<file path="src/hdl/utf8_unicode_escaper_core_defines.svh">
// Assertion macros for the escaper's top-level RTL.
`ifndef UTF8_UNICODE_ESCAPER_CORE_DEFINES_SVH
`define UTF8_UNICODE_ESCAPER_CORE_DEFINES_SVH

// Same-cycle implication, checked only outside reset.
`define U8ESC_ASSERT_NOW(label, ante, cons, msg) \
	label: assert property (@(posedge clk) disable iff (!arst_n) (ante) |-> (cons)) \
		else $error(msg);

// Next-cycle implication, checked only outside reset.
`define U8ESC_ASSERT_NEXT(label, ante, cons, msg) \
	label: assert property (@(posedge clk) disable iff (!arst_n) (ante) |=> (cons)) \
		else $error(msg);

`endif

</file>
<file path="src/hdl/u8esc_pkg.sv">
`default_nettype none
package u8esc_pkg;

	localparam int CODE_W = 21;
	localparam int QDEPTH = 2;
	localparam int QPTR_W = (QDEPTH > 1) ? $clog2(QDEPTH) : 1;
	localparam int QCNT_W = $clog2(QDEPTH + 1);
	localparam int IDX_W  = 4;

	localparam logic [7:0] CH_BSL  = 8'h5C;
	localparam logic [7:0] CH_QUOT = 8'h22;
	localparam logic [7:0] CH_APOS = 8'h27;
	localparam logic [7:0] CH_LO_U = 8'h75;
	localparam logic [7:0] CH_UP_U = 8'h55;
	localparam logic [7:0] CTL_LO  = 8'h07;
	localparam logic [7:0] CTL_HI  = 8'h0D;
	localparam logic [7:0] PRT_LO  = 8'd32;
	localparam logic [7:0] PRT_HI  = 8'd126;
	localparam logic [CODE_W-1:0] BMP_MAX = 21'h00FFFF;

	typedef enum logic [1:0] {
		LEAD_NONE = 2'd0,
		LEAD_2    = 2'd1,
		LEAD_3    = 2'd2,
		LEAD_4    = 2'd3
	} lead_t;

	typedef enum logic [2:0] {
		JOB_ERR  = 3'd0,
		JOB_RAW  = 3'd1,
		JOB_CESC = 3'd2,
		JOB_U4   = 3'd3,
		JOB_U8   = 3'd4
	} job_kind_t;

	// One decoded code point (or error) waiting to be expanded.
	typedef struct packed {
		job_kind_t          kind;
		logic [CODE_W-1:0]  payload;
		logic               fin;
	} job_t;

	function automatic logic [IDX_W-1:0] job_last_idx(input job_kind_t kind);
		logic [IDX_W-1:0] r;
		unique case (kind)
			JOB_CESC: r = IDX_W'(1);
			JOB_U4:   r = IDX_W'(5);
			JOB_U8:   r = IDX_W'(9);
			default:  r = IDX_W'(0);
		endcase
		return r;
	endfunction

	function automatic logic [7:0] ctl_letter(input logic [3:0] c);
		logic [7:0] r;
		unique case (c)
			4'h7:    r = 8'h61; // a
			4'h8:    r = 8'h62; // b
			4'h9:    r = 8'h74; // t
			4'hA:    r = 8'h6E; // n
			4'hB:    r = 8'h76; // v
			4'hC:    r = 8'h66; // f
			4'hD:    r = 8'h72; // r
			default: r = 8'h3F;
		endcase
		return r;
	endfunction

	function automatic logic [7:0] hex_ascii(input logic [3:0] nib);
		logic [7:0] r;
		if (nib < 4'd10) begin
			r = 8'h30 + {4'h0, nib};
		end else begin
			r = 8'h57 + {4'h0, nib};
		end
		return r;
	endfunction

endpackage
`default_nettype wire

</file>
<file path="src/hdl/u8esc_front.sv">
`default_nettype none
module u8esc_front (
	input  wire logic            clk,
	input  wire logic            arst_n,
	input  wire logic            accept,
	input  wire logic [7:0]      byte_in,
	input  wire logic            fin_in,
	output u8esc_pkg::job_t      job,
	output logic                 push
);
	import u8esc_pkg::*;

	logic [CODE_W-1:0] acc_q, acc_n;
	logic [1:0]        pend_q, pend_n;
	lead_t             lead_q, lead_n;
	logic              errl_q, errl_n;

	logic              err, complete;
	logic [CODE_W-1:0] code_c, acc_new;
	logic [1:0]        pend_after;
	logic              first;

	always_comb begin
		acc_n      = acc_q;
		pend_n     = pend_q;
		lead_n     = lead_q;
		errl_n     = errl_q;
		err        = 1'b0;
		complete   = 1'b0;
		code_c     = '0;
		pend_after = pend_q;
		first      = (pend_q == 2'(lead_q));
		acc_new    = {acc_q[CODE_W-7:0], byte_in[5:0]};

		if (errl_q) begin
			// Bytes of a failed string are dropped until its final byte.
			if (fin_in) begin
				err = 1'b1;
			end
		end else if (pend_q == 2'd0) begin
			if (byte_in < 8'h80) begin
				code_c   = CODE_W'(byte_in);
				complete = 1'b1;
			end else if (byte_in >= 8'hC2 && byte_in <= 8'hDF) begin
				acc_n      = CODE_W'(byte_in[4:0]);
				lead_n     = LEAD_2;
				pend_after = 2'd1;
			end else if (byte_in >= 8'hE0 && byte_in <= 8'hEF) begin
				acc_n      = CODE_W'(byte_in[3:0]);
				lead_n     = LEAD_3;
				pend_after = 2'd2;
			end else if (byte_in >= 8'hF0 && byte_in <= 8'hF4) begin
				acc_n      = CODE_W'(byte_in[2:0]);
				lead_n     = LEAD_4;
				pend_after = 2'd3;
			end else begin
				err = 1'b1;
			end
		end else begin
			if (byte_in[7:6] != 2'b10) begin
				err = 1'b1;
			end else if (first && lead_q == LEAD_3 &&
					(acc_new < 21'h20 || (acc_new >= 21'h360 && acc_new <= 21'h37F))) begin
				// Overlong three-byte form or a surrogate.
				err = 1'b1;
			end else if (first && lead_q == LEAD_4 &&
					(acc_new < 21'h10 || acc_new > 21'h10F)) begin
				err = 1'b1;
			end else begin
				pend_after = pend_q - 2'd1;
				acc_n      = acc_new;
				if (pend_after == 2'd0) begin
					code_c   = acc_new;
					complete = 1'b1;
				end
			end
		end

		// A string that ends inside a sequence is truncated.
		if (!errl_q && !err && pend_after != 2'd0 && fin_in) begin
			err = 1'b1;
		end

		pend_n = pend_after;
		if (err) begin
			complete = 1'b0;
			errl_n   = !fin_in;
		end
		if (err || complete) begin
			acc_n  = '0;
			pend_n = 2'd0;
			lead_n = LEAD_NONE;
		end
	end

	always_comb begin
		job.fin     = fin_in;
		job.kind    = JOB_ERR;
		job.payload = '0;
		if (complete) begin
			if (code_c >= CODE_W'(CTL_LO) && code_c <= CODE_W'(CTL_HI)) begin
				job.kind    = JOB_CESC;
				job.payload = CODE_W'(ctl_letter(code_c[3:0]));
			end else if (code_c == CODE_W'(CH_QUOT) || code_c == CODE_W'(CH_APOS) ||
					code_c == CODE_W'(CH_BSL)) begin
				job.kind    = JOB_CESC;
				job.payload = code_c;
			end else if (code_c >= CODE_W'(PRT_LO) && code_c <= CODE_W'(PRT_HI)) begin
				job.kind    = JOB_RAW;
				job.payload = code_c;
			end else if (code_c <= BMP_MAX) begin
				job.kind    = JOB_U4;
				job.payload = code_c;
			end else begin
				job.kind    = JOB_U8;
				job.payload = code_c;
			end
		end
		push = accept && (err || complete);
	end

	always_ff @(posedge clk or negedge arst_n) begin
		if (!arst_n) begin
			acc_q  <= '0;
			pend_q <= 2'd0;
			lead_q <= LEAD_NONE;
			errl_q <= 1'b0;
		end else if (accept) begin
			acc_q  <= acc_n;
			pend_q <= pend_n;
			lead_q <= lead_n;
			errl_q <= errl_n;
		end
	end

endmodule
`default_nettype wire

</file>
<file path="src/hdl/u8esc_queue.sv">
`default_nettype none
module u8esc_queue (
	input  wire logic            clk,
	input  wire logic            arst_n,
	input  wire logic            push,
	input  wire u8esc_pkg::job_t wr_job,
	input  wire logic            pop,
	output u8esc_pkg::job_t      rd_job,
	output logic                 full,
	output logic                 empty
);
	import u8esc_pkg::*;

	job_t              mem_q [QDEPTH];
	logic [QPTR_W-1:0] wr_q, rd_q;
	logic [QCNT_W-1:0] cnt_q;

	assign full   = (cnt_q == QCNT_W'(QDEPTH));
	assign empty  = (cnt_q == '0);
	assign rd_job = mem_q[rd_q];

	always_ff @(posedge clk) begin
		if (push) begin
			mem_q[wr_q] <= wr_job;
		end
	end

	always_ff @(posedge clk or negedge arst_n) begin
		if (!arst_n) begin
			wr_q  <= '0;
			rd_q  <= '0;
			cnt_q <= '0;
		end else begin
			if (push) begin
				wr_q <= (wr_q == QPTR_W'(QDEPTH - 1)) ? '0 : wr_q + QPTR_W'(1);
			end
			if (pop) begin
				rd_q <= (rd_q == QPTR_W'(QDEPTH - 1)) ? '0 : rd_q + QPTR_W'(1);
			end
			if (push && !pop) begin
				cnt_q <= cnt_q + QCNT_W'(1);
			end else if (pop && !push) begin
				cnt_q <= cnt_q - QCNT_W'(1);
			end
		end
	end

endmodule
`default_nettype wire

</file>
<file path="src/hdl/u8esc_back.sv">
`default_nettype none
module u8esc_back (
	input  wire logic            clk,
	input  wire logic            arst_n,
	input  wire u8esc_pkg::job_t head,
	input  wire logic            head_valid,
	output logic                 pop,
	output logic                 out_valid,
	input  wire logic            out_ready,
	output logic [7:0]           out_byte,
	output logic                 out_last,
	output logic                 out_bad,
	output logic                 out_done
);
	import u8esc_pkg::*;

	job_t             job_q;
	logic             busy_q;
	logic [IDX_W-1:0] idx_q;

	logic             take, last;
	logic [IDX_W-1:0] nsel_w;
	logic [31:0]      padded;
	logic [3:0]       nib;

	assign last      = (idx_q == job_last_idx(job_q.kind));
	assign take      = busy_q && out_ready;
	assign pop       = head_valid && (!busy_q || (take && last));
	assign out_valid = busy_q;
	assign out_last  = last;
	assign out_bad   = (job_q.kind == JOB_ERR);
	assign out_done  = last && job_q.fin;

	// Hex digits are sent most significant first, after the two-byte prefix.
	assign nsel_w = (job_q.kind == JOB_U4) ? IDX_W'(5) - idx_q : IDX_W'(9) - idx_q;
	assign padded = {{(32 - CODE_W){1'b0}}, job_q.payload};
	assign nib    = padded[nsel_w[2:0] * 4 +: 4];

	always_comb begin
		unique case (job_q.kind)
			JOB_RAW: out_byte = job_q.payload[7:0];
			JOB_CESC: out_byte = (idx_q == '0) ? CH_BSL : job_q.payload[7:0];
			JOB_U4: begin
				if (idx_q == '0) begin
					out_byte = CH_BSL;
				end else if (idx_q == IDX_W'(1)) begin
					out_byte = CH_LO_U;
				end else begin
					out_byte = hex_ascii(nib);
				end
			end
			JOB_U8: begin
				if (idx_q == '0) begin
					out_byte = CH_BSL;
				end else if (idx_q == IDX_W'(1)) begin
					out_byte = CH_UP_U;
				end else begin
					out_byte = hex_ascii(nib);
				end
			end
			default: out_byte = 8'h00;
		endcase
	end

	always_ff @(posedge clk) begin
		if (pop) begin
			job_q <= head;
		end
	end

	always_ff @(posedge clk or negedge arst_n) begin
		if (!arst_n) begin
			busy_q <= 1'b0;
			idx_q  <= '0;
		end else if (pop) begin
			busy_q <= 1'b1;
			idx_q  <= '0;
		end else if (take) begin
			if (last) begin
				busy_q <= 1'b0;
			end else begin
				idx_q <= idx_q + IDX_W'(1);
			end
		end
	end

endmodule
`default_nettype wire

</file>
<file path="src/hdl/utf8_unicode_escaper_core.sv">
// A job is queued when its last UTF-8 byte is accepted; the expander then registers it.
// Throughput: one byte per cycle while m_tready is high and each code point yields one byte.
// A code point expanding to n bytes (2, 6 or 10) holds the output stage until all are taken;
// a two-entry job queue between decoder and expander absorbs the difference.
// Reset (arst_n low, asynchronous) clears the decoder, error latch, queue and expander.
`default_nettype none
`include "utf8_unicode_escaper_core_defines.svh"
module utf8_unicode_escaper_core (
	input  wire logic       clk,
	input  wire logic       arst_n,
	input  wire logic       s_tvalid,
	output logic            s_tready,
	input  wire logic [7:0] s_tdata,   // [7:0] byte_in
	input  wire logic       s_tlast,   // string_end
	output logic            m_tvalid,
	input  wire logic       m_tready,
	output logic [7:0]      m_tdata,   // [7:0] byte_out
	output logic            m_tlast,   // run_last
	output logic [1:0]      m_tuser    // [0] bad_utf8, [1] string_done
);
	import u8esc_pkg::*;

	job_t q_wr, q_rd;
	logic q_push, q_pop, q_full, q_empty;
	logic accept;

	assign s_tready = !q_full;
	assign accept   = s_tvalid && s_tready;

	u8esc_front u_front (
		.clk     (clk),
		.arst_n  (arst_n),
		.accept  (accept),
		.byte_in (s_tdata),
		.fin_in  (s_tlast),
		.job     (q_wr),
		.push    (q_push)
	);

	u8esc_queue u_queue (
		.clk    (clk),
		.arst_n (arst_n),
		.push   (q_push),
		.wr_job (q_wr),
		.pop    (q_pop),
		.rd_job (q_rd),
		.full   (q_full),
		.empty  (q_empty)
	);

	u8esc_back u_back (
		.clk        (clk),
		.arst_n     (arst_n),
		.head       (q_rd),
		.head_valid (!q_empty),
		.pop        (q_pop),
		.out_valid  (m_tvalid),
		.out_ready  (m_tready),
		.out_byte   (m_tdata),
		.out_last   (m_tlast),
		.out_bad    (m_tuser[0]),
		.out_done   (m_tuser[1])
	);

	`U8ESC_ASSERT_NOW(a_err_is_last, m_tvalid && m_tuser[0], m_tlast, "error request not last")
	`U8ESC_ASSERT_NOW(a_done_is_last, m_tvalid && m_tuser[1], m_tlast, "string end mid-run")
	`U8ESC_ASSERT_NOW(a_no_overflow, q_push, !q_full, "job queue overflow")
	`U8ESC_ASSERT_NEXT(a_pop_loads, q_pop, m_tvalid, "expander idle after pop")

endmodule
`default_nettype wire
</file>
<file path="config.mk">
export PLATFORM = sky130hd
export DESIGN_NAME = utf8_unicode_escaper_core
export DESIGN_NICKNAME = d
export VERILOG_FILES = /design/src/hdl/u8esc_pkg.sv /design/src/hdl/u8esc_front.sv /design/src/hdl/u8esc_queue.sv /design/src/hdl/u8esc_back.sv /design/src/hdl/utf8_unicode_escaper_core.sv
export VERILOG_INCLUDE_DIRS = /design/src /design/src/hdl
export SDC_FILE = /design/constraint.sdc
export NUM_CORES = 1
export LEC_CHECK = 0
export ABC_AREA = 1
export BUFFER_PORTS_ARGS = -buffer_cell sky130_fd_sc_hd__buf_4
export CELL_PAD_IN_SITES_DETAIL_PLACEMENT = 1
export CELL_PAD_IN_SITES_GLOBAL_PLACEMENT = 1
export CORE_MARGIN = 1.5
export CORE_UTILIZATION = 47
export CTS_CLUSTER_DIAMETER = 150
export DETAILED_ROUTE_END_ITERATION = 12
export GPL_TIMING_DRIVEN = 1
export PLACE_DENSITY_LB_ADDON = 0.2
export RECOVER_POWER = 25
export SETUP_SLACK_MARGIN = 0.02
export SLEW_MARGIN = 20
export SYNTH_ARGS = -nofsm -noshare
export SYNTH_HDL_FRONTEND = slang
export SYNTH_SLANG_ARGS = --single-unit
</file>
<file path="constraint.sdc">
create_clock -name clk -period 3.6 [get_ports clk]
set_input_delay 0.36 -clock clk [delete_from_list [all_inputs] [get_ports clk]]
set_output_delay 0.36 -clock clk [all_outputs]
set_load 0.01 [all_outputs]
</file>
Word-level counts from Yosys, hierarchy flattened --
Memories as Yosys holds them, arrays and structs flattened. A register that Yosys moved wholly into a read port is not among the register bits. Index checks and enable logic that the tools add are counted.
Cells by class: add/sub/neg operators 10, $lt $le $gt $ge 18, equality and inequality tests 29, shifts and indexed selects 1, muxes and demuxes 80, reduce and logical (&&, ||, !) cells 51
Operators with widths (count):
- 15-bit 2-to-1 mux | 10
- 21-bit 2-to-1 mux | 6
- 24-bit 2-to-1 mux | 5
- 8-bit 2-to-1 mux | 7
- 7-bit case mux with 7 select lines | 1
- 21-bit by 6-bit equality test with 1-bit output, second input constant | 2
- 2-bit 2-to-1 mux | 19
- 8-bit case mux with 4 select lines | 1
- 32-bit by 6-bit variable part select with 4-bit output | 1
- 1-bit 2-to-1 mux | 26
- 4-bit equality test, second input constant | 6
- 8-bit >= comparator, second input constant | 3
- 8-bit <= comparator, second input constant | 3
- 21-bit by 7-bit equality test with 1-bit output, second input constant | 1
- 21-bit by 10-bit >= comparator with 1-bit output, second input constant | 1
- 21-bit by 3-bit >= comparator with 1-bit output, second input constant | 1
- 21-bit by 6-bit >= comparator with 1-bit output, second input constant | 1
- 21-bit by 9-bit greater-than comparator with 1-bit output, second input constant | 1
- 21-bit by 10-bit <= comparator with 1-bit output, second input constant | 1
- 21-bit by 16-bit <= comparator with 1-bit output, second input constant | 1
- 21-bit by 4-bit <= comparator with 1-bit output, second input constant | 1
- 21-bit by 7-bit <= comparator with 1-bit output, second input constant | 1
- 1-bit logical AND | 21
- 21-bit by 5-bit less-than comparator with 1-bit output, second input constant | 1
- 36 further kinds | 68
Word-level totals: bits in registers 29, bits in writable memories 50, input port bits 13, output and inout port bits 13, word-level logic and storage cells 199, memories kept 1
Memories:
- u_queue.mem_q | words 2, width 25, read ports 1, clocked after memory_dff 1, wr ports 1, line u8esc_queue.sv:14 | job_t mem_q [QDEPTH];

Depth between registers and ports, before layout --
word-level depth 20, gate-level depth with buffers 23, gate-level depth less buffers 23

Modules after synthesis --
Synthesis repeated with hierarchy kept, for this count alone.
Second synthesis, totals: cells, all modules 681, area total of the unflattened synthesis 6195.9 sq um
By module, submodules not included:
- u8esc_front | instances 1, cells each 383, area each 2293.4 sq um, sequential area each 500.5 sq um
- u8esc_queue | instances 1, cells each 103, area each 2112.0 sq um, sequential area each 1601.5 sq um
- u8esc_back | instances 1, cells each 191, area each 1773.0 sq um, sequential area each 875.8 sq um
- utf8_unicode_escaper_core | instances 1, cells each 4, area each 17.5 sq um, sequential area each 0.0 sq um

Worst setup path before layout --
Ideal clock, no wire load.
kind register to register, start register u_front.pend_q[0], end memory u_queue.mem_q[0][0] in the netlist's numbering, enable pin, library setup time 0.407 ns, arrival time 2.800 ns, required time 3.193 ns, setup slack 0.393 ns, stages on the path, launching flop included 10, path buffers 1, period minus slack after synthesis 3.207 ns, path through dfrtp_1 inv_1 ha_1 clkbuf_1 nand2_1 nand2_4 nand2_1 nand3_4 nand2_1 nor2_1
On the way: longest elaborated chain between the ends 18, elaborated cells between the ends (all ways) 39, those cells by class add/sub (1); eq/ne (1); mux (24); reduce/logical (13)
RTL lines:
- from (decl) | line u8esc_front.sv:14 | logic [1:0] pend_q, pend_n;
- from (signal assigned) | line u8esc_front.sv:130 | pend_q <= pend_n;
- 2-bit equality test | line u8esc_front.sv:32 | first = (pend_q == 2'(lead_q));
- 1-bit logical AND (2 in a row) | line u8esc_front.sv:66 | end else if (first && lead_q == LEAD_4 &&
- 1-bit 2-to-1 mux | line u8esc_front.sv:66
- 1-bit 2-to-1 mux | line u8esc_front.sv:62 | end else if (first && lead_q == LEAD_3 &&
- 1-bit 2-to-1 mux | line u8esc_front.sv:60 | if (byte_in[7:6] != 2'b10) begin
- 1-bit 2-to-1 mux | line u8esc_front.sv:40 | end else if (pend_q == 2'd0) begin
- 1-bit 2-to-1 mux | line u8esc_front.sv:35 | if (errl_q) begin
- 1-bit logical NOT | line u8esc_front.sv:80 | if (!errl_q && !err && pend_after != 2'd0 && fin_in) begin
- 1-bit logical AND (3 in a row) | line u8esc_front.sv:80
- 1-bit 2-to-1 mux | line u8esc_front.sv:80
- 1-bit 2-to-1 mux | line u8esc_front.sv:85 | if (err) begin
- 1-bit logical OR * | line u8esc_front.sv:119 | push = accept && (err || complete);
- 1-bit logical AND * | line u8esc_front.sv:119
- 1-bit 2-to-1 mux * | line u8esc_queue.sv:23 | if (push) begin
- 1-bit 2-to-1 mux (implied by the code) * | line u8esc_queue.sv:24 | mem_q[wr_q] <= wr_job;
- to (decl) | line u8esc_queue.sv:14
Every way passes the cells marked *; elsewhere a longest branch is shown, timed or not.

Final worst setup path --
start register, netlist name u_back.job_q[24], end output port m_tdata[2]
On the way: longest elaborated chain between the ends 8, elaborated cells between the ends (all ways) 15, those cells by class add/sub (2); order compare (1); eq/ne (4); shift (1); mux (7)
RTL lines:
- 3-bit by 2-bit equality test with 1-bit output | line u8esc_back.sv:35, u8esc_back.sv:40
- 3-bit 2-to-1 mux | line u8esc_back.sv:35 | assign nsel_w = (job_q.kind == JOB_U4) ? IDX_W'(5) - idx_q : IDX_W'(9) - idx_q;
- 32-bit by 6-bit variable part select with 4-bit output | line u8esc_back.sv:37 | assign nib = padded[nsel_w[2:0] * 4 +: 4];
- 7-bit by 4-bit adder with 8-bit output, or another cell as far along | line u8esc_pkg.sv:74 | r = 8'h57 + {4'h0, nib};
- 8-bit 2-to-1 mux | line u8esc_pkg.sv:71 | if (nib < 4'd10) begin
- 8-bit 2-to-1 mux (on tied branches) | line u8esc_back.sv:55, u8esc_back.sv:46
- 8-bit 2-to-1 mux (on tied branches) | line u8esc_back.sv:53, u8esc_back.sv:44
- 8-bit case mux with 4 select lines * | line u8esc_back.sv:40 | unique case (job_q.kind)
- to (decl) | line utf8_unicode_escaper_core.sv:17 | output logic [7:0] m_tdata,
Marked as above.

==> metrics.txt <==
syn_nets=703; CTS tree=built; DR DRC count=0; Reg2Reg Depth=20; Hold Path Depth=3; Final Cell Area=around 6400 um2; gr busiest metal=met2; Total GRT Usage=around 26%; Vias=between 4,000 and 5,000; core area=12,000 um2; via/cell ratio=~5.6; Worst Skew=8.84 ps; worst slew pin tran=around 1800 ps; first-pass GRT wire length=25.6 mm; Max-Cap Viols=1; crit share post-route=just over 90%; met3 GRT Util=under 10%; reg2reg start=u_front.acc_q[3]$_DFFE_PN0P_; Initial Util=a little under 50%; drt total wl=~16 mm; Crit Path Class=flop to output pin; DP Area=6060 um2; yosys warns=0; setup TNS=0 ps; hold path startpoint=s_tdata[2]; Net Sw Frac=around 45%; setup violators final=0; initial antenna violation count=0; Post-DRT Antenna Nets=0; fin nets=approximately 720; Clock Tree Buf Depth=2; CP Max Fanout=4; met2 usage=approximately 46%; library cells used by synthesis=49; sequential area share after synthesis=51.6%; WP data required=about 3200 ps; routability cong.=about 0.95; Synth top cells by count=nand2_1, nor2_1, edfxtp_1, inv_1, nand3_1; Setup crit end kind=output pin; top cell type by total area after synthesis=edfxtp_1; initial DRC count=247; clock group share of total power=between 10% and 20%; Avg Cell Area, Syn=8.45 um2; Die Span X=114 um; fraction of registers with async set/reset=about 28%; final hold violation count=0; Flop pwr share=between 30% and 40%; DIE AREA=about 13,000 um2; number of detailed-route iterations in the first pass=4; Clock Sinks=about 100; crit path time final=approximately 3300 ps; Slew Limit Fails=30; Comb power frac=49.9%; GRT overflow=0; CTS buffer count=9; type of origin of the critical path=flop; NetSw=roughly 2.8 mW; failing checks=capacitance limit, slew limit; Achievable Freq=between 300 and 400 MHz; number of global-route vias before repair=around 5,000; CTS H-tree depth=3; share of the synthesized area in the top cell type=between 30% and 40%; Skew-Pair Late Insertion Delay=360 ps; Reg clk slew, reported paths=approximately 70 ps; Die Height=between 100 and 150 um; WL/cell=between 15 and 20 um; most numerous cell in the Yosys netlist=nand2_1; status=complete, but fails checks; Rows=40; area grow syn2layout=10.0%; Post-synth top flop=edfxtp_1; flop and latch count out of synthesis=between 100 and 150; layout cells sized above 1=approximately 11%; Worst slew margin=-18.7%; largest net degree at the start of global routing=33; Antenna Cells=0; Int Power=3.35 mW; Pleak=between 2 and 3 nW; GR Layer Usage met1=29.8%; Syn Inst Count=between 600 and 700; Pwr per Cell Area=around 970 nW/um2; I/O pins=26; crit path DAT=slightly below 3000 ps; Root Driver=clkbuf_16; cts repair resizes=0; PortBufs=25; Final HPWL DP=roughly 12 mm; peak supply drop=between 0.4 and 0.5 mV; Hold Path Class=primary input to flop; RSZ-0062 raised after global routing=no; Syn Std Cell Area=a little under 6000 um2; Post-synth EDFFs=75; Critical Path Start=u_back.job_q[24]$_DFFE_PP_; top post-synthesis cells by area=edfxtp_1, dfrtp_1, nand2_1
-- metal layers --
metal / up-vias / wire length, um
met2: 81 / 8080
met5: - / 0
li1: 2294 / -
met1: 2347 / 6550
met4: 0 / 614
met3: 43 / 406
-- registers in the layout, indices dropped and copies added (netlist names) --
| register | count |
|---|---|
| u_queue.mem_q | 50 |
| u_back.job_q | 25 |
| u_front.acc_q | 15 |
| u_back.idx_q | 4 |
| u_front.lead_q | 2 |
| u_front.pend_q | 2 |
| u_queue.cnt_q | 2 |
| u_back.out_valid | 1 |
| u_front.errl_q | 1 |
| u_queue.rd_q | 1 |
| u_queue.wr_q | 1 |
-- path summary, 6_finish.rpt --
check                                                to  slack [ps]
max                                          m_tdata[2]         320
max reg2reg                u_queue.cnt_q[1]$_DFFE_PN0P_         330
min                        u_front.acc_q[2]$_DFFE_PN0P_         320
min reg2reg                u_queue.cnt_q[1]$_DFFE_PN0P_         500
min in group asynchronous   u_back.idx_q[3]$_DFFE_PN0P_        1010
max in group asynchronous  u_front.acc_q[8]$_DFFE_PN0P_        1550
-- worst max-delay path, stage by stage (launching register included) --
cell and delay (ps):
edfxtp_1 430, inv_1 80, nand2_1 80, nor2_1 210, nand2_1 80, nand2_1 140, inv_2 70, nand2_1 90
nand2_1 110, a21oi_1 270, ha_1 200, inv_1 50, o21ai_0 160, nand3_1 130, a221o_1 310, buf_4 140
-- placed cells by master (no fill, tap or decap), types with 3 or more instances in the layout --
cell	synthesis	layout
nor3_1	7	7
nand2_1	192	192
inv_1	72	72
clkinv_1	3	3
a21oi_1	15	15
o22ai_1	3	3
dfrtp_1	29	29
inv_2	7	7
nand2_2	7	7
nand3_1	51	51
o21ai_1	7	7
nor4_1	12	12
clkbuf_1	12	6
o21ai_0	28	28
edfxtp_1	75	75
clkbuf_16	0	9
nor2_1	84	82
xnor2_1	3	3
buf_4	4	26
nor2_2	2	4
a31oi_1	3	3
ha_1	7	7
nand3_4	3	3
nand4_1	14	14
o2111ai_1	5	5
xor2_1	4	4
-- cells by family after synthesis --
| logic type | count (synthesis) | synth area share [%] |
|---|---|---|
| AOI/OAI and AO/OA | 72 | 7.83 |
| xor gates and xnor gates | 7 | 1.06 |
| adders and majority gates | 7 | 1.52 |
| buffers and inverters | 108 | 7.83 |
| DFF | 104 | 51.6 |
| muxes | 1 | 0.173 |
| and+or+nand+nor | 384 | 30.0 |
-- power groups by stage --
| stage | Combinational [mW] | Sequential [mW] | Clock [mW] |
|---|---|---|---|
| 5_1_grt | 3.43 | 2.11 | 1.06 |
| 3_3_place_gp | 2.92 | 2.06 | 0 |
| 6_report | 3.06 | 2.06 | 1.01 |
| 3_5_place_dp | 3.07 | 2.09 | 0 |
| 4_1_cts | 3.10 | 2.07 | 1.03 |
| 2_1_floorplan | 2.18 | 2.01 | 0 |
-- repair_timing --
item	in CTS	in global routing
endpoints found under the hold margin	29	0
hold buffers	1	0
setup buffers	0	0
-- per-stage QoR --
| stage | util [%] | instances | hold slack [ps] | power, mW | worst slack, ps |
|---|---|---|---|---|---|
| 4_1_cts | 53.0 | 853 | 254 | 6.19 | 283 |
| 5_1_grt | 52.9 | 853 | 354 | 6.60 | 71.3 |
| 3_5_place_dp | 50.4 | 836 | 322 | 5.16 | 353 |
| 2_1_floorplan | - | 683 | 64.4 | 4.20 | 393 |
| 3_3_place_gp | 50.4 | 836 | 319 | 4.97 | 518 |
| 6_report | 52.9 | 853 | 319 | 6.13 | 318 |
-- area by class of cell --
type | count | area [um2]
Clock buffer | 11 | 243
Timing Repair Buffer | 32 | 224
Sequential cell | 104 | 2980
Clock inverter | 5 | 61.3
Multi-Input combinational cell | 471 | 2350
Inverter | 83 | 314
Tap cell | 147 | 184
Fill cell | 1445 | 5660
No activity file was read; power rests on OpenSTA's default activity.
